$ cat src/rtl/ccrc_pkg.sv
// shared types, opcodes and crc helper for the chunked crc-32 engine
package ccrc_pkg;

    localparam int LEN_W   = 25;
    localparam int CNT_W   = 16;
    localparam int CRC_W   = 32;
    localparam int TOT_W   = 32;
    localparam int OP_W    = 2;
    localparam int BYTE_W  = 8;

    localparam logic [CRC_W-1:0] CRC_POLY   = 32'hEDB8_8320;
    localparam logic [CRC_W-1:0] CRC_INIT   = 32'hFFFF_FFFF;
    localparam logic [CRC_W-1:0] CRC_XOROUT = 32'hFFFF_FFFF;

    localparam logic [LEN_W-1:0] CHUNK_LENGTH_RST = 25'd1024;
    localparam logic [CNT_W-1:0] MAX_CHUNKS_RST   = 16'd256;

    // opcodes of the input beat
    localparam logic [OP_W-1:0] OP_DATA   = 2'd0;
    localparam logic [OP_W-1:0] OP_FINISH = 2'd1;
    localparam logic [OP_W-1:0] OP_CLEAR  = 2'd2;

    // configuration register indexes
    localparam logic CFG_CHUNK_LENGTH = 1'b0;
    localparam logic CFG_MAX_CHUNKS   = 1'b1;

    // status codes
    localparam logic ST_CRC   = 1'b0;
    localparam logic ST_ERROR = 1'b1;

    // one result beat
    typedef struct packed {
        logic [TOT_W-1:0] bytes_so_far;
        logic [CNT_W-1:0] chunk_index;
        logic [CRC_W-1:0] chunk_crc;
        logic             status;
    } ccrc_result_t;

    // reflected crc-32 update by one byte, unrolled into xor logic
    function automatic logic [CRC_W-1:0] crc_byte(input logic [CRC_W-1:0] crc_in,
                                                  input logic [BYTE_W-1:0] b);
        logic [CRC_W-1:0] c;
        c = crc_in ^ {{(CRC_W-BYTE_W){1'b0}}, b};
        for (int i = 0; i < BYTE_W; i++) begin
            c = (c >> 1) ^ (c[0] ? CRC_POLY : {CRC_W{1'b0}});
        end
        return c;
    endfunction

endpackage

$ cat src/rtl/chunked_crc32_engine.sv
// top level of the chunked crc-32 engine
// result beats are registered toward the master side, via the skid register on a stall
// throughput: one input beat per cycle while s_tready is high, via combinational crc update
// while the master side stalls, input keeps accepting until a second result beat waits
// reset: synchronous active-low aresetn clears chunk state and output valids,
// chunk_length returns to 1024 and max_chunks to 256
module chunked_crc32_engine (
    input  logic        aclk,
    input  logic        aresetn,
    // configuration
    input  logic        cfg_we,
    input  logic        cfg_index,
    input  logic [24:0] cfg_data,
    // input stream
    input  logic        s_tvalid,
    output logic        s_tready,
    input  logic [7:0]  s_tdata,    // [7:0] data_byte
    input  logic [1:0]  s_tuser,    // [1:0] opcode
    // result stream
    output logic        m_tvalid,
    input  logic        m_tready,
    output logic [79:0] m_tdata,    // [31:0] chunk_crc, [47:32] chunk_index, [79:48] bytes_so_far
    output logic        m_tuser     // [0] status
);
    import ccrc_pkg::*;

    logic         accept;
    logic         res_valid;
    ccrc_result_t res;
    ccrc_result_t out_res;

    assign accept = s_tvalid && s_tready;

    ccrc_core u_core (
        .aclk      (aclk),
        .aresetn   (aresetn),
        .cfg_we    (cfg_we),
        .cfg_index (cfg_index),
        .cfg_data  (cfg_data),
        .accept    (accept),
        .opcode    (s_tuser),
        .data_byte (s_tdata),
        .res_valid (res_valid),
        .res       (res)
    );

    ccrc_out_buf u_out_buf (
        .aclk      (aclk),
        .aresetn   (aresetn),
        .in_valid  (res_valid),
        .in_res    (res),
        .in_ready  (s_tready),
        .out_valid (m_tvalid),
        .out_res   (out_res),
        .out_ready (m_tready)
    );

    // pack result beat
    assign m_tdata = {out_res.bytes_so_far, out_res.chunk_index, out_res.chunk_crc};
    assign m_tuser = out_res.status;

endmodule

$ cat src/rtl/ccrc_core.sv
// chunk state, configuration registers and per-beat crc update
module ccrc_core (
    input  logic                        aclk,
    input  logic                        aresetn,
    input  logic                        cfg_we,
    input  logic                        cfg_index,
    input  logic [ccrc_pkg::LEN_W-1:0]  cfg_data,
    input  logic                        accept,
    input  logic [ccrc_pkg::OP_W-1:0]   opcode,
    input  logic [ccrc_pkg::BYTE_W-1:0] data_byte,
    output logic                        res_valid,
    output ccrc_pkg::ccrc_result_t      res
);
    import ccrc_pkg::*;

    logic [LEN_W-1:0] chunk_length_reg;
    logic [CNT_W-1:0] max_chunks_reg;

    logic [CRC_W-1:0] crc_reg,         crc_next;
    logic [LEN_W-1:0] chunk_fill_reg,  chunk_fill_next;
    logic [CNT_W-1:0] chunk_count_reg, chunk_count_next;
    logic [TOT_W-1:0] total_count_reg, total_count_next;

    logic [CRC_W-1:0] crc_upd;
    logic [LEN_W-1:0] fill_inc;
    logic [TOT_W-1:0] total_inc;
    logic             at_capacity;
    logic             fill_full;
    logic             fill_inc_full;

    // configuration writes
    always_ff @(posedge aclk) begin
        if (!aresetn) begin
            chunk_length_reg <= CHUNK_LENGTH_RST;
            max_chunks_reg   <= MAX_CHUNKS_RST;
        end else if (cfg_we) begin
            unique case (cfg_index)
                CFG_CHUNK_LENGTH: chunk_length_reg <= cfg_data;
                CFG_MAX_CHUNKS:   max_chunks_reg   <= cfg_data[CNT_W-1:0];
                default:          ;
            endcase
        end
    end

    // shared terms
    assign crc_upd       = crc_byte(crc_reg, data_byte);
    assign fill_inc      = chunk_fill_reg + 1'b1;
    assign total_inc     = total_count_reg + 1'b1;
    assign at_capacity   = chunk_count_reg >= max_chunks_reg;
    assign fill_full     = chunk_fill_reg >= chunk_length_reg;
    assign fill_inc_full = fill_inc >= chunk_length_reg;

    // next state and result for one beat
    always_comb begin
        crc_next         = crc_reg;
        chunk_fill_next  = chunk_fill_reg;
        chunk_count_next = chunk_count_reg;
        total_count_next = total_count_reg;
        res_valid        = 1'b0;
        res.status       = ST_ERROR;
        res.chunk_crc    = '0;
        res.chunk_index  = chunk_count_reg;
        res.bytes_so_far = total_count_reg;
        if (accept) begin
            unique case (opcode)
                OP_DATA: begin
                    if (at_capacity && fill_full) begin
                        // locked: drop the byte, report error
                        res_valid = 1'b1;
                    end else begin
                        crc_next         = crc_upd;
                        chunk_fill_next  = fill_inc;
                        total_count_next = total_inc;
                        res.bytes_so_far = total_inc;
                        if (fill_inc_full) begin
                            res_valid = 1'b1;
                            if (!at_capacity) begin
                                res.status       = ST_CRC;
                                res.chunk_crc    = crc_upd ^ CRC_XOROUT;
                                chunk_count_next = chunk_count_reg + 1'b1;
                                chunk_fill_next  = '0;
                                crc_next         = CRC_INIT;
                            end
                        end
                    end
                end
                OP_FINISH: begin
                    // partial chunk closes only if it holds bytes
                    if (chunk_fill_reg != '0) begin
                        res_valid = 1'b1;
                        if (!at_capacity) begin
                            res.status       = ST_CRC;
                            res.chunk_crc    = crc_reg ^ CRC_XOROUT;
                            chunk_count_next = chunk_count_reg + 1'b1;
                            chunk_fill_next  = '0;
                            crc_next         = CRC_INIT;
                        end
                    end
                end
                OP_CLEAR: begin
                    crc_next         = CRC_INIT;
                    chunk_fill_next  = '0;
                    chunk_count_next = '0;
                    total_count_next = '0;
                end
                default: ;
            endcase
        end
    end

    // chunk state
    always_ff @(posedge aclk) begin
        if (!aresetn) begin
            crc_reg         <= CRC_INIT;
            chunk_fill_reg  <= '0;
            chunk_count_reg <= '0;
            total_count_reg <= '0;
        end else begin
            crc_reg         <= crc_next;
            chunk_fill_reg  <= chunk_fill_next;
            chunk_count_reg <= chunk_count_next;
            total_count_reg <= total_count_next;
        end
    end

endmodule

$ cat src/rtl/ccrc_out_buf.sv
// result register with skid stage toward the master side
module ccrc_out_buf (
    input  logic                   aclk,
    input  logic                   aresetn,
    input  logic                   in_valid,
    input  ccrc_pkg::ccrc_result_t in_res,
    output logic                   in_ready,
    output logic                   out_valid,
    output ccrc_pkg::ccrc_result_t out_res,
    input  logic                   out_ready
);
    import ccrc_pkg::*;

    logic         out_valid_reg,  out_valid_next;
    logic         skid_valid_reg, skid_valid_next;
    ccrc_result_t out_res_reg,    out_res_next;
    ccrc_result_t skid_res_reg,   skid_res_next;

    assign in_ready  = !skid_valid_reg;
    assign out_valid = out_valid_reg;
    assign out_res   = out_res_reg;

    // move beats through output and skid registers
    always_comb begin
        out_valid_next  = out_valid_reg;
        skid_valid_next = skid_valid_reg;
        out_res_next    = out_res_reg;
        skid_res_next   = skid_res_reg;
        if (out_ready || !out_valid_reg) begin
            if (skid_valid_reg) begin
                out_valid_next  = 1'b1;
                out_res_next    = skid_res_reg;
                skid_valid_next = 1'b0;
            end else begin
                out_valid_next = in_valid;
                out_res_next   = in_res;
            end
        end else if (in_valid && !skid_valid_reg) begin
            skid_valid_next = 1'b1;
            skid_res_next   = in_res;
        end
    end

    always_ff @(posedge aclk) begin
        if (!aresetn) begin
            out_valid_reg  <= 1'b0;
            skid_valid_reg <= 1'b0;
        end else begin
            out_valid_reg  <= out_valid_next;
            skid_valid_reg <= skid_valid_next;
        end
    end

    always_ff @(posedge aclk) begin
        out_res_reg  <= out_res_next;
        skid_res_reg <= skid_res_next;
    end

endmodule
$ cat config.mk
export PLATFORM = sky130hd
export DESIGN_NAME = chunked_crc32_engine
export DESIGN_NICKNAME = d
export VERILOG_FILES = /design/src/rtl/ccrc_pkg.sv /design/src/rtl/chunked_crc32_engine.sv /design/src/rtl/ccrc_core.sv /design/src/rtl/ccrc_out_buf.sv
export SDC_FILE = /design/constraint.sdc
export NUM_CORES = 1
export LEC_CHECK = 0
export BUFFER_PORTS_ARGS = -buffer_cell sky130_fd_sc_hd__buf_2
export CAP_MARGIN = 40
export CORE_UTILIZATION = 55
export CTS_BUF_LIST = sky130_fd_sc_hd__clkbuf_16
export DETAILED_ROUTE_END_ITERATION = 16
export PLACE_DENSITY = 0.74
export SYNTH_ARGS = -nofsm -noshare
export SYNTH_HDL_FRONTEND = slang
export SYNTH_HIERARCHICAL = 1
export SYNTH_SLANG_ARGS = --single-unit
export TNS_END_PERCENT = 5
$ cat constraint.sdc
create_clock -name aclk -period 13.92 [get_ports aclk]
set_input_delay 2.784 -clock aclk [delete_from_list [all_inputs] [get_ports aclk]]
set_output_delay 2.784 -clock aclk [all_outputs]
set_load 0.01 [all_outputs]
==> results.rst, run 1 <==
.. list-table::
   :header-rows: 1

   * - Metric
     - Value
   * - Number of buffers between clock root and the deepest sink
     - 3
   * - Kind of end point of the critical path
     - flip-flop
   * - Critical path fanouts, max
     - 59
   * - Vias per cell
     - 5.77
   * - Dominant cells by area after synthesis
     - sky130_fd_sc_hd__edfxtp_1 30%, sky130_fd_sc_hd__dfxtp_1 18%, sky130_fd_sc_hd__ha_1 5.7%
   * - Proportion of netlist area held by the largest area contributor
     - 0.298
   * - Gate family responsible for the most delay along the worst path
     - simple AND/OR/NAND/NOR gates
   * - Cell area after synthesis
     - 16,300 um^2
   * - Global placer's final weighted congestion
     - 0.937
   * - Net count of the finished layout
     - 1,773
   * - TritonCTS clock tree
     - yes
   * - Cell internal pwr
     - 1.59 mW
   * - Global routing usage summed across all routing layers
     - 0.236
   * - Root buffer cell
     - sky130_fd_sc_hd__clkbuf_16
   * - Most numerous cell on the critical path
     - sky130_fd_sc_hd__nand2_1
   * - Setup repair after global routing missed its margin
     - no
   * - Final routed wire length divided by cell count
     - 17.3 um
   * - Share of flip-flops with an asynchronous set or reset
     - 0
   * - Final sum of negative setup slack
     - 0 ns
   * - Post-synthesis area per instance
     - 10.4 um^2
   * - Worst skew pair latency
     - 0.50 ns
   * - Full die area
     - 30,300 um^2
   * - Leakage
     - 7.31 nW
   * - Setup clock skew after layout
     - 0.0180 ns
   * - Total area of multi-input combinational cells
     - 7840 um^2
   * - Chip width
     - 174 um
   * - Pwr/cell area
     - 116 nW/um^2
   * - Combinational power share
     - 0.122
   * - Worst r2r dst
     - u_out_buf/skid_res_reg[23]
   * - Number of hold buffers added after cts
     - 0
   * - Worst min-delay path endpoint
     - u_core/chunk_length_reg[2]
   * - Post-synthesis xor/xnor area fraction
     - 0.0844
   * - Data arrival time of the worst path
     - 5.16 ns
   * - Adder and majority cell fraction of the synthesized area
     - 0.0568
   * - Area taken by flip-flops and latches
     - 7830 um^2
   * - DRC violation count after routing
     - 0
   * - FF-to-FF setup slack
     - 8.93 ns
   * - Final design area excluding fillers
     - 18,200 um^2
   * - DR iter-0 viols
     - 976
   * - Share of final-layout standard cells stronger than drive strength 1
     - 0.181
   * - Sinks on the clock net
     - 310
   * - Total iterations of the first detailed-routing run
     - 6
   * - Number of warnings issued by yosys
     - 6
   * - Number of register bits inferred by synthesis
     - 310
   * - Classification of the worst-slack hold path
     - flip-flop to flip-flop
   * - Gate Count Post-Synth
     - 1,569
   * - Critical path launch point type
     - flip-flop
   * - Count of buffers added by post-CTS timing repair for setup
     - 0
   * - Top flip-flop cell by instance count after synthesis
     - sky130_fd_sc_hd__edfxtp_1
   * - CP max stage delay
     - 0.51 ns
   * - Layout overhead on the synthesized area
     - 11.8%
   * - Setup violators final
     - 0
   * - Reg-to-reg critical path startpoint
     - u_core/chunk_fill_reg[4]
   * - Vias in the first global route
     - 11,500
   * - Initial Utilization
     - 0.563
   * - Max-slew violation total from the final report
     - 0
   * - Total CTS buffers
     - 35
   * - Placed inst area
     - 17,200 um^2
   * - Min-Delay Path Depth
     - 2
   * - Total wire length after detailed routing
     - 35,700 um
   * - Vertical extent of the die
     - 174 um
   * - Highest attainable clock frequency
     - 200 MHz
   * - Cell taking the most area after synthesis
     - sky130_fd_sc_hd__edfxtp_1
   * - Share of synthesized area spent on multiplexers
     - 0.0566
   * - Outcome
     - complete, no violations
   * - Final period demand of the worst path
     - 4.99 ns
   * - CTS H-Tree Depth
     - 2
   * - Sequential cell area fraction in the yosys report
     - 0.480
   * - Number of library cell types mapped by synthesis
     - 78
   * - Global-route wire length before repair
     - 58,600 um
   * - Switching share of power
     - 0.249
   * - Sequential group share of total power
     - 0.467
   * - Buffers plus inverters on the worst setup path
     - 2
   * - Clock slew at the register clock pins of the worst setup and hold paths
     - 0.06 ns
   * - GRT overflow
     - 0
   * - Critical setup path kind
     - flip-flop to flip-flop
   * - Number of hold violations in the final report
     - 0
   * - Area fraction in and, or, nand and nor cells after synthesis
     - 0.167
   * - Number of enable flip-flop cells after synthesis
     - 162
   * - Layout filler cell count
     - 2,370
   * - Peak supply drop
     - 0.0910 mV
   * - Series of cell instances along the critical path
     - and3_1 > nand3_1 > nor3_1 > nand2_1 > nor2_1 > and3_1 > xor2_1 > ha_1 > nand4_1 > nor4_1 > nand4_1 > o2bb2ai_1 > nor4_1 > nand2_1 > nand2_1 > a21boi_0 > nor3b_2 > buf_4 > buf_16
   * - Final cycle utilization of the critical path
     - 0.358
   * - Clock network fraction of design power
     - 0.411
   * - Number of input and output port buffers inserted
     - 123
   * - Cell count of the worst reg-to-reg path
     - 19
   * - Initial antenna violation count
     - 0
   * - Total inserted antenna cells
     - 0
   * - Largest family of logic cells by synthesized area
     - simple AND/OR/NAND/NOR gates
   * - Vias post-DR
     - 11,900
   * - I/O Pins
     - 124
   * - Reported net switching power
     - 0.527 mW
   * - Cell with the largest stage delay on the worst path
     - sky130_fd_sc_hd__nor3_1
   * - Largest net degree at the start of global routing
     - 80
   * - Syn nets
     - 1,684
   * - Max-cap check violation count
     - 0
   * - Number of cell rows
     - 62
   * - Hold wc startpoint
     - u_core/chunk_length_reg[2]
   * - Compound-Gate Fraction of Synth Area
     - 0.115
   * - Relative slew slack
     - 0.400
   * - Count of antenna-violating nets left after detailed routing
     - 0
   * - Post-CTS Resized
     - 0
   * - Measured slew at the worst slew-check pin
     - 0.890 ns
   * - Core Box Area
     - 28,900 um^2
   * - Required time of the worst setup path
     - 14.10 ns
   * - Placed wire-length estimate after detailed placement
     - 24,900 um
==> how the worst max path moves through the flow <==
stage,start,endpoint,cells after the start,slack [ns]
global route,u_core/chunk_fill_reg[1],u_out_buf/skid_res_reg[15],19,8.41
CTS,u_core/chunk_fill_reg[4],u_out_buf/out_res[22],19,9.01
finish,u_core/chunk_fill_reg[4],u_out_buf/skid_res_reg[23],19,8.93
global placement,s_tvalid,u_core/crc_reg[31],9,8.58
detailed placement,s_tvalid,u_core/crc_reg[4],9,8.56
floorplan,m_tready,u_out_buf/skid_res_reg[0],2,2.43
==> power groups by stage <==
| stage | sequential, mW | combinational (mW) | clock [mW] |
|---|---|---|---|
| 2_1_floorplan | 1.01 | 0.193 | 0 |
| 3_3_place_gp | 1.01 | 0.251 | 0 |
| 3_5_place_dp | 1.01 | 0.255 | 0 |
| 4_1_cts | 0.990 | 0.257 | 0.887 |
| 5_1_grt | 0.992 | 0.280 | 0.928 |
| 6_report | 0.990 | 0.258 | 0.870 |
==> kinds of logic after synthesis <==
family	after synthesis
AOI/OAI and AO/OA	284
adders and majority gates	74
DFF	310
and+or+nand+nor	539
muxes	82
xor gates and xnor gates	142
buffers and inverters	138
==> cell type report <==
class	count	area share
clock inverters	27	0.0113
multi-input cells	1121	0.430
repair buffers	138	0.0443
clock buffers	35	0.0480
inverters	52	0.0107
flip-flops and latches	310	0.430
well taps	384	0.0264
==> metrics by stage <==
step / cells / power [mW] / hold WS (ns) / worst slack (ns) / utilization
6_report: 2067 / 2.12 / 0.461 / 8.93 / 0.630
5_1_grt: 2067 / 2.20 / 0.483 / 8.41 / 0.630
4_1_cts: 2067 / 2.13 / 0.465 / 9.01 / 0.630
3_5_place_dp: 2005 / 1.26 / 0.457 / 8.56 / 0.593
3_3_place_gp: 1999 / 1.26 / 0.455 / 8.58 / 0.588
2_1_floorplan: 1569 / 1.20 / 0.443 / 2.43 / -
==> layer usage <==
metal | share of wire | track usage | vias to the layer above
li1 | - | - | 5766
met1 | 0.45 | 0.323 | 5713
met2 | 0.47 | 0.383 | 377
met3 | 0.057 | 0.0383 | 63
met4 | 0.024 | 0.0742 | 0
met5 | 0 | 0 | -
==> Yosys cell counts, drive strengths merged (56+ instances only) <==
cell and instances:
edfxtp 162, dfxtp 148, nand2 145, nor2 117, mux2 82, xnor2 81, a21boi 79, ha 74
o21ai 72, nand3 68, xor2 61, a21oi 56
==> layout by cell type (no fill, tap or decap), types with 24 or more instances in the layout <==
| master | synthesis | layout |
|---|---|---|
| sky130_fd_sc_hd__nand2b_1 | 25 | 24 |
| sky130_fd_sc_hd__nand3_1 | 67 | 67 |
| sky130_fd_sc_hd__a21boi_0 | 58 | 58 |
| sky130_fd_sc_hd__a21oi_1 | 54 | 54 |
| sky130_fd_sc_hd__ha_1 | 74 | 74 |
| sky130_fd_sc_hd__and3_1 | 44 | 44 |
| sky130_fd_sc_hd__nand4_1 | 34 | 34 |
| sky130_fd_sc_hd__clkbuf_16 | 0 | 35 |
| sky130_fd_sc_hd__nor2_1 | 115 | 115 |
| sky130_fd_sc_hd__inv_1 | 52 | 60 |
| sky130_fd_sc_hd__dfxtp_1 | 148 | 147 |
| sky130_fd_sc_hd__nand2_1 | 144 | 144 |
| sky130_fd_sc_hd__mux2_2 | 82 | 82 |
| sky130_fd_sc_hd__edfxtp_1 | 162 | 162 |
| sky130_fd_sc_hd__buf_2 | 19 | 123 |
| sky130_fd_sc_hd__xor2_1 | 57 | 57 |
| sky130_fd_sc_hd__xnor2_1 | 75 | 75 |
| sky130_fd_sc_hd__o21ai_0 | 66 | 66 |
| sky130_fd_sc_hd__nor2b_1 | 29 | 28 |
==> tightest hold or removal path: cells and delay by family (launching register included) <==
family / cells / cell delay (ns)
AO/OA/AOI/OAI: 1 / 0.06
flip-flops: 1 / 0.31
AND/OR/NAND/NOR: 1 / 0.05
Power figures use the tool's default switching activity.
==> run 2: changes to the inputs <==
--- a/config.mk
+++ b/config.mk
@@ -5,12 +5,13 @@
 export SDC_FILE = /design/constraint.sdc
 export NUM_CORES = 1
 export LEC_CHECK = 0
+export ABC_AREA = 1
 export BUFFER_PORTS_ARGS = -buffer_cell sky130_fd_sc_hd__buf_2
 export CAP_MARGIN = 40
 export CORE_UTILIZATION = 55
 export CTS_BUF_LIST = sky130_fd_sc_hd__clkbuf_16
 export DETAILED_ROUTE_END_ITERATION = 16
-export PLACE_DENSITY = 0.74
+export PLACE_DENSITY = 0.77
 export SYNTH_ARGS = -nofsm -noshare
 export SYNTH_HDL_FRONTEND = slang
 export SYNTH_HIERARCHICAL = 1
==> constraint.sdc (replaced) <==
create_clock -name aclk -period 4.11 [get_ports aclk]
set_input_delay 0.822 -clock aclk [delete_from_list [all_inputs] [get_ports aclk]]
set_output_delay 0.822 -clock aclk [all_outputs]
set_load 0.01 [all_outputs]
==> results.rst, run 2 <==
.. list-table::
   :header-rows: 1

   * - Metric
     - Value
   * - Outcome
     - complete, no violations
   * - Setup clock skew after layout
     - 0.0249 ns (+0.00690 ns)
   * - I/O Pins
     - 124 (unchanged)
   * - Post-synthesis xor/xnor area fraction
     - 0.0633 (-0.0211)
   * - Dominant cells by area after synthesis
     - sky130_fd_sc_hd__edfxtp_1 28%, sky130_fd_sc_hd__dfxtp_1 17%, sky130_fd_sc_hd__nand2_1 16%
   * - Most common library cell in the layout ignoring fill and taps
     - sky130_fd_sc_hd__nand2_1
   * - Post-synthesis area per instance
     - 7.77 um^2 (-25%)
   * - Classification of the worst-slack hold path
     - flip-flop to flip-flop
   * - Switching share of power
     - 0.288 (+0.0388)
   * - Top flip-flop cell by instance count after synthesis
     - sky130_fd_sc_hd__edfxtp_1
   * - Placed wire-length estimate after detailed placement
     - 30,400 um (+22%)
   * - Cell area after synthesis
     - 17,500 um^2 (+7.3%)
   * - Peak supply drop
     - 0.253 mV (+180%)
   * - Initial Utilization
     - 0.566 (+0.00255)
   * - GRT overflow
     - 0 (unchanged)
   * - Sinks on the clock net
     - 310 (unchanged)
   * - Proportion of netlist area held by the largest area contributor
     - 0.278 (-0.0203)
   * - DR iter-0 viols
     - 1,172 (+20%)
   * - Total iterations of the first detailed-routing run
     - 5 (-1)
   * - Vias per cell
     - 5.40 (-6.4%)
   * - Max-cap check violation count
     - 0 (unchanged)
   * - Total Power
     - 7.79 mW (+270%)
   * - Root buffer cell
     - sky130_fd_sc_hd__clkbuf_16
   * - Required time of the worst setup path
     - 4.32 ns (-9.78 ns)
   * - Count leader, synth
     - sky130_fd_sc_hd__nand2_1
   * - Compound-Gate Fraction of Synth Area
     - 0.0960 (-0.0191)
   * - Global-route wire length before repair
     - 71,900 um (+23%)
   * - Highest-count cells in the layout ignoring fill and taps
     - 723 x sky130_fd_sc_hd__nand2_1, 254 x sky130_fd_sc_hd__inv_1, 180 x sky130_fd_sc_hd__nor2_1
   * - Data arrival time of the worst path
     - 3.98 ns (-1.18 ns)
   * - Chip width
     - 180 um (+3.5%)
   * - Worst r2r dst
     - u_out_buf/skid_res_reg[60]
   * - Final Instance Count excl. Fillers
     - 2,768 (+34%)
   * - Largest net degree at the start of global routing
     - 84 (+5.0%)
   * - Largest family of logic cells by synthesized area
     - simple AND/OR/NAND/NOR gates
   * - Share of synthesized area spent on multiplexers
     - 0 (-0.0566)
   * - Setup violators final
     - 0 (unchanged)
   * - Sequential cell area fraction in the yosys report
     - 0.447 (-0.0327)
   * - Total wire length after detailed routing
     - 44,200 um (+24%)
   * - Reg-to-reg critical path startpoint
     - u_core/chunk_fill_reg[5]
   * - Pwr/cell area
     - 399 nW/um^2 (+240%)
   * - Number of cell rows
     - 64 (+3.2%)
   * - Initial antenna violation count
     - 2 (+2)
   * - CTS H-Tree Depth
     - 2 (unchanged)
   * - Critical path launch point type
     - flip-flop
   * - Leakage
     - 9.09 nW (+24%)
   * - Highest attainable clock frequency
     - 265 MHz (+32%)
   * - Final period demand of the worst path
     - 3.78 ns (-1.21 ns)
   * - Number of warnings issued by yosys
     - 6 (unchanged)
   * - Measured slew at the worst slew-check pin
     - 0.904 ns (+0.0135 ns)
   * - Syn nets
     - 2,367 (+41%)
   * - Global placer's final weighted congestion
     - 0.928 (-1.0%)
   * - Share of final-layout standard cells stronger than drive strength 1
     - 0.105 (-0.0756)
   * - Cell taking the most area after synthesis
     - sky130_fd_sc_hd__edfxtp_1
   * - Placed instance count
     - 2,701 (+35%)
   * - Clock slew at the register clock pins of the worst setup and hold paths
     - 0.06 ns (about the same)
   * - Number of library cell types mapped by synthesis
     - 45 (-42%)
   * - Number of register bits inferred by synthesis
     - 310 (unchanged)
   * - Finished Core Util
     - 0.632 (+0.00165)
   * - Worst min-delay path endpoint
     - u_core/crc_reg[23]
   * - DRC violation count after routing
     - 0 (unchanged)
   * - Adder and majority cell fraction of the synthesized area
     - 0.0529 (-0.00387)
   * - Sequential group share of total power
     - 0.450 (-0.017)
   * - Critical path fanouts, max
     - 22 (-63%)
   * - Number of hold violations in the final report
     - 0 (unchanged)
   * - Max-slew violation total from the final report
     - 0 (unchanged)
   * - Area fraction in and, or, nand and nor cells after synthesis
     - 0.256 (+0.0892)
   * - Place WS
     - 0.272 ns (-8.29 ns)
   * - Number of input and output port buffers inserted
     - 123 (unchanged)
   * - Final cycle utilization of the critical path
     - 0.919 (+0.561)
   * - Total CTS buffers
     - 34 (-2.9%)
   * - Min Hold Slack
     - 0.461 ns (-0.000709 ns)
   * - FF-to-FF setup slack
     - 0.33 ns (-8.60 ns)
   * - Combinational power share
     - 0.175 (+0.053)
   * - Vias post-DR
     - 14,900 (+25%)
   * - Final routed wire length divided by cell count
     - 16.0 um (-7.7%)
   * - Full die area
     - 32,500 um^2 (+7.2%)
   * - Number of hold buffers added after cts
     - 0 (unchanged)
   * - Kind of end point of the critical path
     - flip-flop
   * - TritonCTS clock tree
     - yes
   * - Most frequent cells after synthesis
     - 727 x sky130_fd_sc_hd__nand2_1, 244 x sky130_fd_sc_hd__inv_1, 182 x sky130_fd_sc_hd__nor2_1
   * - Clock network fraction of design power
     - 0.375 (-0.036)
   * - Reported net switching power
     - 2.24 mW (+330%)
   * - Share of flip-flops with an asynchronous set or reset
     - 0 (unchanged)
   * - Core Box Area
     - 30,900 um^2 (+6.8%)
   * - Layout overhead on the synthesized area
     - 11.6%
   * - Vias in the first global route
     - 14,300 (+25%)
   * - Net count of the finished layout
     - 2,459 (+39%)
   * - Cell internal pwr
     - 5.55 mW (+250%)
   * - Min-Delay Path Depth
     - 2 (unchanged)
   * - Worst Setup Slack, final
     - 0.332 ns (-8.60 ns)
   * - Layout filler cell count
     - 2,689 (+13%)
   * - Relative slew slack
     - 0.397 (-0.00274)
   * - Number of enable flip-flop cells after synthesis
     - 162 (unchanged)
   * - Critical setup path kind
     - flip-flop to flip-flop
   * - Cell count of the worst reg-to-reg path
     - 22 (+3)
   * - Vertical extent of the die
     - 180 um (+3.5%)
   * - Gate Count Post-Synth
     - 2,252 (+44%)
   * - Hold wc startpoint
     - u_core/crc_reg[23]
   * - Worst skew pair latency
     - 0.53 ns (+0.03 ns)
   * - Setup repair after global routing missed its margin
     - no
   * - Count of antenna-violating nets left after detailed routing
     - 0 (unchanged)
   * - Global routing usage summed across all routing layers
     - 0.271 (+0.0345)
   * - Number of buffers between clock root and the deepest sink
     - 3 (unchanged)
==> run 2: kinds of logic (layout without fill, tap and decap cells) <==
logic type / count (synthesis) / in the layout
and+or+nand+nor: 1085 / 1085
buffers and inverters: 343 / 461
other: 0 / 2
xor gates and xnor gates: 120 / 120
adders and majority gates: 74 / 74
DFF: 310 / 310
AOI/OAI and AO/OA: 320 / 320
==> run 2: final cells by class <==
| cell class | count | area [um^2] | area share |
|---|---|---|---|
| Sequential cell | 310 | 7840 | 0.401 |
| Timing Repair Buffer | 150 | 941 | 0.0482 |
| Clock buffer | 35 | 876 | 0.0449 |
| Multi-Input combinational cell | 1599 | 8250 | 0.423 |
| Tap cell | 396 | 495 | 0.0254 |
| Inverter | 249 | 935 | 0.0479 |
| Clock inverter | 27 | 188 | 0.00961 |
| Antenna cell | 2 | 5.00 | 0.000256 |
==> run 2: worst max path at each step <==
stage | start | to | slack [ns] | cells past startpoint
6_report | u_core/chunk_fill_reg[5] | u_out_buf/skid_res_reg[60] | 0.33 | 22
3_5_place_dp | u_core/chunk_fill_reg[5] | u_out_buf/skid_res_reg[12] | 0.27 | 22
2_1_floorplan | u_core/chunk_fill_reg[0] | u_out_buf/skid_res_reg[0] | -0.15 | 21
4_1_cts | u_core/chunk_fill_reg[5] | u_out_buf/skid_res_reg[60] | 0.24 | 22
3_3_place_gp | u_core/chunk_fill_reg[5] | u_out_buf/skid_res_reg[5] | 0.29 | 22
5_1_grt | u_core/chunk_fill_reg[5] | u_out_buf/skid_res_reg[45] | 0.02 | 23
==> run 2: power by group through the flow <==
stage	sequential (mW)	clock (mW)	combinational, mW
after CTS	3.51	2.97	1.35
after global placement	3.57	0	1.31
final	3.51	2.92	1.36
after detailed placement	3.57	0	1.33
after floorplan	3.58	0	0.915
after global routing	3.52	3.10	1.51
==> run 2: what timing repair did <==
action | 4_1_cts | 5_1_grt
setup endpoints to repair | 0 | 81
buffers inserted | 0 | 1
resized for setup | 0 | 1
==> run 2: per-stage QoR <==
step | setup TNS (ns) | instance area (um^2)
2_1_floorplan | -12.31 | 17500
3_3_place_gp | 0 | 18400
3_5_place_dp | 0 | 18400
4_1_cts | 0 | 19400
5_1_grt | 0 | 19500
6_report | 0 | 19500
==> run 2: per-layer routing <==
metal | global-route usage | up-vias | share of wire
li1 | - | 7466 | -
met1 | 0.355 | 6905 | 0.43
met2 | 0.457 | 486 | 0.47
met3 | 0.0445 | 83 | 0.066
met4 | 0.0851 | 0 | 0.027
met5 | 0 | - | 0
==> run 2: critical path: stages (launching register included) <==
cell and delay [ns]:
sky130_fd_sc_hd__dfxtp_1 0.42, sky130_fd_sc_hd__inv_1 0.16, sky130_fd_sc_hd__nor3_4 0.32, sky130_fd_sc_hd__nand3_4 0.16, sky130_fd_sc_hd__nor3_4 0.29, sky130_fd_sc_hd__nand4_1 0.13, sky130_fd_sc_hd__nand2_1 0.12, sky130_fd_sc_hd__inv_2 0.05
sky130_fd_sc_hd__ha_4 0.27, sky130_fd_sc_hd__nand2_2 0.05, sky130_fd_sc_hd__nor2_1 0.09, sky130_fd_sc_hd__nand2_1 0.07, sky130_fd_sc_hd__nor2_1 0.09, sky130_fd_sc_hd__nand2_1 0.06, sky130_fd_sc_hd__nor2_1 0.10, sky130_fd_sc_hd__nor2_1 0.06
sky130_fd_sc_hd__nand2_1 0.11, sky130_fd_sc_hd__a21oi_1 0.08, sky130_fd_sc_hd__a21oi_1 0.22, sky130_fd_sc_hd__nand2_1 0.13, sky130_fd_sc_hd__nor2_4 0.15, sky130_fd_sc_hd__buf_12 0.15, sky130_fd_sc_hd__buf_12 0.18
